### config.mk
export PLATFORM = sky130hd
export DESIGN_NAME = pra_cell
export DESIGN_NICKNAME = d
export VERILOG_FILES = /design/src/rtl/page_region_allocator_macros.svh /design/src/rtl/pra_pkg.sv /design/src/rtl/pra_cell.sv
export SDC_FILE = /design/constraint.sdc
export NUM_CORES = 1
export LEC_CHECK = 0
export BUFFER_PORTS_ARGS = -buffer_cell sky130_fd_sc_hd__buf_2
export CAP_MARGIN = 20
export CELL_PAD_IN_SITES_DETAIL_PLACEMENT = 0
export CELL_PAD_IN_SITES_GLOBAL_PLACEMENT = 1
export CORE_MARGIN = 2
export CORE_UTILIZATION = 44
export DETAILED_ROUTE_END_ITERATION = 8
export GPL_TIMING_DRIVEN = 0
export PLACE_DENSITY_LB_ADDON = 0.1
export SYNTH_ARGS = -nofsm -noshare
export SYNTH_HDL_FRONTEND = slang
export SYNTH_SLANG_ARGS = --single-unit
### constraint.sdc
create_clock -name clk -period 13.9 [get_ports clk]
set_input_delay 1.39 -clock clk [delete_from_list [all_inputs] [get_ports clk]]
set_output_delay 1.39 -clock clk [all_outputs]
set_load 0.01 [all_outputs]
### src/rtl/page_region_allocator_macros.svh
// Assertion helpers for the region allocator
`ifndef PAGE_REGION_ALLOCATOR_MACROS_SVH
`define PAGE_REGION_ALLOCATOR_MACROS_SVH

// Same-cycle implication
`define PRA_ASSERT_NOW(label, ante, cons, msg) \
    label: assert property (@(posedge clk) disable iff (!rst_n) (ante) |-> (cons)) \
        else $error(msg);

// Next-cycle implication
`define PRA_ASSERT_NEXT(label, ante, cons, msg) \
    label: assert property (@(posedge clk) disable iff (!rst_n) (ante) |=> (cons)) \
        else $error(msg);

`endif

### src/rtl/pra_pkg.sv
// ----------------------------------------------------------------------------
// pra_pkg
// Types and codes shared by the region allocator modules.
// ----------------------------------------------------------------------------
`timescale 1ns / 1ps

package pra_pkg;

    // index field width, covers up to 256 table entries
    localparam int IDX_BITS = 8;

    localparam logic [2:0] OP_MAP   = 3'd0;
    localparam logic [2:0] OP_UNMAP = 3'd1;
    localparam logic [2:0] OP_BRK   = 3'd2;
    localparam logic [2:0] OP_START = 3'd3;
    localparam logic [2:0] OP_END   = 3'd4;

    localparam logic [1:0] ST_OK    = 2'd0;
    localparam logic [1:0] ST_INVAL = 2'd1;
    localparam logic [1:0] ST_NOSPC = 2'd2;

    localparam logic [2:0] REG_HEAP_FLOOR  = 3'd0;
    localparam logic [2:0] REG_WINDOW_BASE = 3'd1;
    localparam logic [2:0] REG_WINDOW_TOP  = 3'd2;
    localparam logic [2:0] REG_HEAP_START  = 3'd3;
    localparam logic [2:0] REG_HEAP_LIMIT  = 3'd4;

    // query travelling down the cell chain
    typedef struct packed {
        logic                active;
        logic                unmap;
        logic [31:0]         base;
        logic [31:0]         len;
        logic                hit;
        logic [31:0]         lo;
        logic                free_found;
        logic [IDX_BITS-1:0] free_idx;
    } query_t;

    // table update broadcast to all cells
    typedef struct packed {
        logic                clr_all;
        logic                wr_en;
        logic [IDX_BITS-1:0] wr_idx;
        logic [31:0]         wr_base;
        logic [31:0]         wr_len;
    } tbl_ctl_t;

endpackage

### src/rtl/pra_cell.sv
// ----------------------------------------------------------------------------
// pra_cell
// One mapping entry; checks the passing query and hands it on.
// ----------------------------------------------------------------------------
`timescale 1ns / 1ps

module pra_cell
    import pra_pkg::*;
#(
    parameter int IDX = 0
)
(
    input  logic     clk,
    input  logic     rst_n,
    input  tbl_ctl_t ctl,
    input  query_t   q_in,
    output query_t   q_out
);

    logic        valid_reg;
    logic        valid_next;
    logic [31:0] base_reg;
    logic [31:0] len_reg;
    query_t      q_reg;
    query_t      q_next;
    logic        meet;
    logic        match;
    logic        sel;

    assign sel   = (ctl.wr_idx == IDX_BITS'(IDX));
    assign meet  = ({1'b0, q_in.base} < ({1'b0, base_reg} + {1'b0, len_reg}))
                && ({1'b0, base_reg} < ({1'b0, q_in.base} + {1'b0, q_in.len}));
    assign match = (base_reg == q_in.base) && (len_reg == q_in.len);

    always_comb
    begin
        q_next     = q_in;
        valid_next = valid_reg;
        if (q_in.active)
        begin
            if (q_in.unmap)
            begin
                // first exact match frees itself
                if (valid_reg && match && !q_in.hit)
                begin
                    q_next.hit = 1'b1;
                    valid_next = 1'b0;
                end
            end
            else
            begin
                if (valid_reg && meet && !q_in.hit)
                begin
                    q_next.hit = 1'b1;
                    q_next.lo  = base_reg;
                end
                if (!valid_reg && !q_in.free_found)
                begin
                    q_next.free_found = 1'b1;
                    q_next.free_idx   = IDX_BITS'(IDX);
                end
            end
        end
        if (ctl.clr_all)
        begin
            valid_next = 1'b0;
        end
        else if (ctl.wr_en && sel)
        begin
            valid_next = 1'b1;
        end
    end

    always_ff @(posedge clk or negedge rst_n)
    begin
        if (!rst_n)
        begin
            valid_reg <= 1'b0;
            q_reg     <= '0;
        end
        else
        begin
            valid_reg <= valid_next;
            q_reg     <= q_next;
        end
    end

    always_ff @(posedge clk)
    begin
        if (ctl.wr_en && sel)
        begin
            base_reg <= ctl.wr_base;
            len_reg  <= ctl.wr_len;
        end
    end

    assign q_out = q_reg;

endmodule

==> flow_summary.json <==
{
  "ant_nets": 0,
  "fp.dieW_microns": 158,
  "finClkSkew_ns": 0.0146,
  "cts-root-buf": "clkbuf_16",
  "worstPathArrival_ns": 7.33,
  "syn2layout_area_growth_pct": 24.0,
  "avgRoutedWirePerCell_microns": 20.0,
  "timing.fmax_mhz": 143,
  "powerDensity_nw_per_um2": 99.8,
  "antenna_found_initial": 2,
  "r2r_cells": 21,
  "synth_seq_cells": 173,
  "p_leak_nw": 5.97,
  "r2r_end": "q_out[25]",
  "drv_slew": 0,
  "async_reset_ff_share_pct": 63.0,
  "grt_start_max_net_pins": 65,
  "cts_sinks": 173,
  "period_minus_slack_ns": 7.00,
  "grt_pass1_vias": 8125,
  "hold_viol_final": 0,
  "vias_per_cell": 5.31,
  "period_share_pct": 50.4,
  "synth_enable_flop_cells": 64,
  "whs_ns": 0.620,
  "syn_area_per_cell_sq_um": 11.5,
  "track_usage_pct": 25.4,
  "die_h_microns": 158,
  "wirelength_mm": 31.1,
  "post_cts_buffers": 0,
  "drive_gt1_share_pct": 30.5,
  "status": "finished clean",
  "finalSetupTns_ns": 0,
  "synth_area_leaders": "dfrtp_1 (26%), edfxtp_1 (18%), ha_1 (15%)",
  "io_pins": 292,
  "cap_viol_max_count": 0,
  "rsz0062_at_grt": "false",
  "path_max_fanout": 10,
  "cts_resized": 0,
  "hold_path_class": "register to register",
  "hpwl_mm": 25.3,
  "numCtsBuffers": 17,
  "drc_errors": 0,
  "synth_top_area_cell": "dfrtp_1",
  "num_vias": 8269,
  "slew_headroom_pct": 41.0,
  "cts_max_path_buffers": 2,
  "synth-seq-area-share_pct": 44.3,
  "ys_warn_count": 0,
  "cts_tree": "done",
  "largest_register_ffs": 108,
  "cp-start-kind": "primary input",
  "cts_hold_buf": 0,
  "synth.top_cell.area_share_pct": 26.0,
  "fp.coreArea_sq_um": 23500,
  "reg2reg_from": "base_reg[1]",
  "clock_latency_ns": 0.44,
  "finalSetupViolCount": 0,
  "synth.distinct_cells": 64,
  "fillers": 2082,
  "fp-row-count": 56,
  "cp-startpoint": "q_in[42]",
  "syn_nets": 1224,
  "grt_overflow": 0,
  "grt_first_pass_wirelength_mm": 46.9,
  "drt_pass1_iterations": 6,
  "r2r_setup_slack_ns": 7.86,
  "numPortBuffers": 291,
  "holdPathStages": 1,
  "floorplan.initialDensity_pct": 44.7,
  "final_cell_mix": "buf_2 (290), ha_1 (126), dfrtp_1 (109), a21oi_1 (73), xnor2_1 (67)",
  "syn_area_sq_um": 10500,
  "cts.clk_slew.worst_paths_ns": 0.07,
  "layout.cells.non_filler": 1556,
  "fp.dieArea_sq_um": 25100,
  "synth_cells": 912,
  "drtIter0Drc": 558,
  "place.gp.congestion": 0.909,
  "final_common_cell": "buf_2",
  "ctsHtreeMaxLevel": 4,
  "fin_nets": 1535,
  "path_class": "primary input to register",
  "cp.required_ns": 14.22,
  "critPathCaptureType": "register",
  "yosys_most_used_dff": "dfrtp_1",
  "vdd_drop_max_v": 0.0000828,
  "placed_cells": 1523,
  "tightest_slew_ns": 0.885,
  "cp-endpoint": "q_out[25]"
}
-- where the power goes --
group          total (mW)  internal, mW  switching, mW
clock network       0.515         0.291          0.224
logic               0.234         0.102          0.132
registers           0.549         0.545        0.00395
total                1.30         0.939          0.360
-- layer usage --
layer	up-vias	GRT usage, %	wire [microns]	share of wire [%]
li1	4062	-	-	-
met1	3897	35.6	14500	47
met2	280	40.9	14300	46
met3	28	5.12	1890	6.1
met4	2	5.41	399	1.3
met5	-	0	11	0.035
-- cell type report --
type	count	area, sq um	area share [%]
inverter	29	111	0.856
sequential	173	4650	35.7
buffer	8	55.1	0.423
multi-input combinational	702	5680	43.7
tap	319	399	3.07
clock inverter	14	194	1.49
antenna	1	2.50	0.0192
clock buffer	18	429	3.30
timing repair buffer	292	1490	11.4
-- worst max-delay path: stages --
cell and delay [ns]:
buf_2 0.13, ha_1 0.24, fa_1 0.42, a21oi_1 0.19
o21ai_0 0.27, a211oi_2 0.45, o32ai_1 0.23, or2_2 0.38
a21oi_1 0.37, o21bai_1 0.12, a211o_1 0.30, nand2_1 0.07
ha_1 0.25, a211oi_2 0.22, o21bai_1 0.09, a21o_1 0.18
a221o_1 0.31, a211o_1 0.34, a21oi_2 0.17, a311oi_1 0.13
nor3_4 0.46, buf_6 0.28, mux2_4 0.32
-- logic make-up (layout without fill, tap and decap cells) --
| family | after synthesis | in the layout | share of synthesized area [%] |
|---|---|---|---|
| compound gates | 232 | 232 | 14.8 |
| xor+xnor | 112 | 112 | 9.35 |
| fa+ha+maj | 128 | 128 | 15.4 |
| buf+inv | 37 | 361 | 1.56 |
| flops | 173 | 173 | 44.3 |
| mux | 32 | 32 | 4.51 |
| other cells | 0 | 1 | 0 |
| simple gates | 198 | 198 | 10.1 |
-- Yosys cell counts, types with 3 or more instances --
master     number
ha_1          126
dfrtp_1       109
nor3_1         16
xnor2_1        67
nor2b_1        16
nor4_1         17
a211o_1         5
buf_6           3
or2_2           5
mux2_4         30
nand4_1        32
nand2_1        36
clkbuf_1        3
o21bai_1       11
a21o_1         37
and3_1          5
xor2_1         45
a21oi_1        73
edfxtp_1       64
o21a_1         11
nand3_1        16
nand2b_1       11
o2111ai_1       4
a211oi_1        7
inv_1          29
or3_1           3
o21ai_0        39
o41ai_1         4
o31ai_1         3
o211ai_1        6
nor2_1         32
-- metrics by stage --
stage | power, mW | instance area, sq um | setup WS (ns) | util, %
5_1_grt | 1.36 | 13000 | 6.74 | 55.4
3_5_place_dp | 0.793 | 12400 | 6.53 | 52.8
3_3_place_gp | 0.789 | 12300 | 6.54 | 52.6
2_1_floorplan | 0.694 | 10500 | 7.88 | -
4_1_cts | 1.31 | 13000 | 6.97 | 55.4
6_report | 1.30 | 13000 | 6.90 | 55.4
-- worst min-delay path by stage --
stage	from	to	slack (ns)
6_report	base_reg[0]	q_out[9]	0.62
5_1_grt	base_reg[0]	q_out[9]	0.64
4_1_cts	base_reg[0]	q_out[9]	0.63
3_5_place_dp	base_reg[0]	q_out[9]	0.61
3_3_place_gp	base_reg[0]	q_out[9]	0.59
2_1_floorplan	valid_reg	valid_reg	0.52
Note: power is estimated with default switching activity, not from simulation.
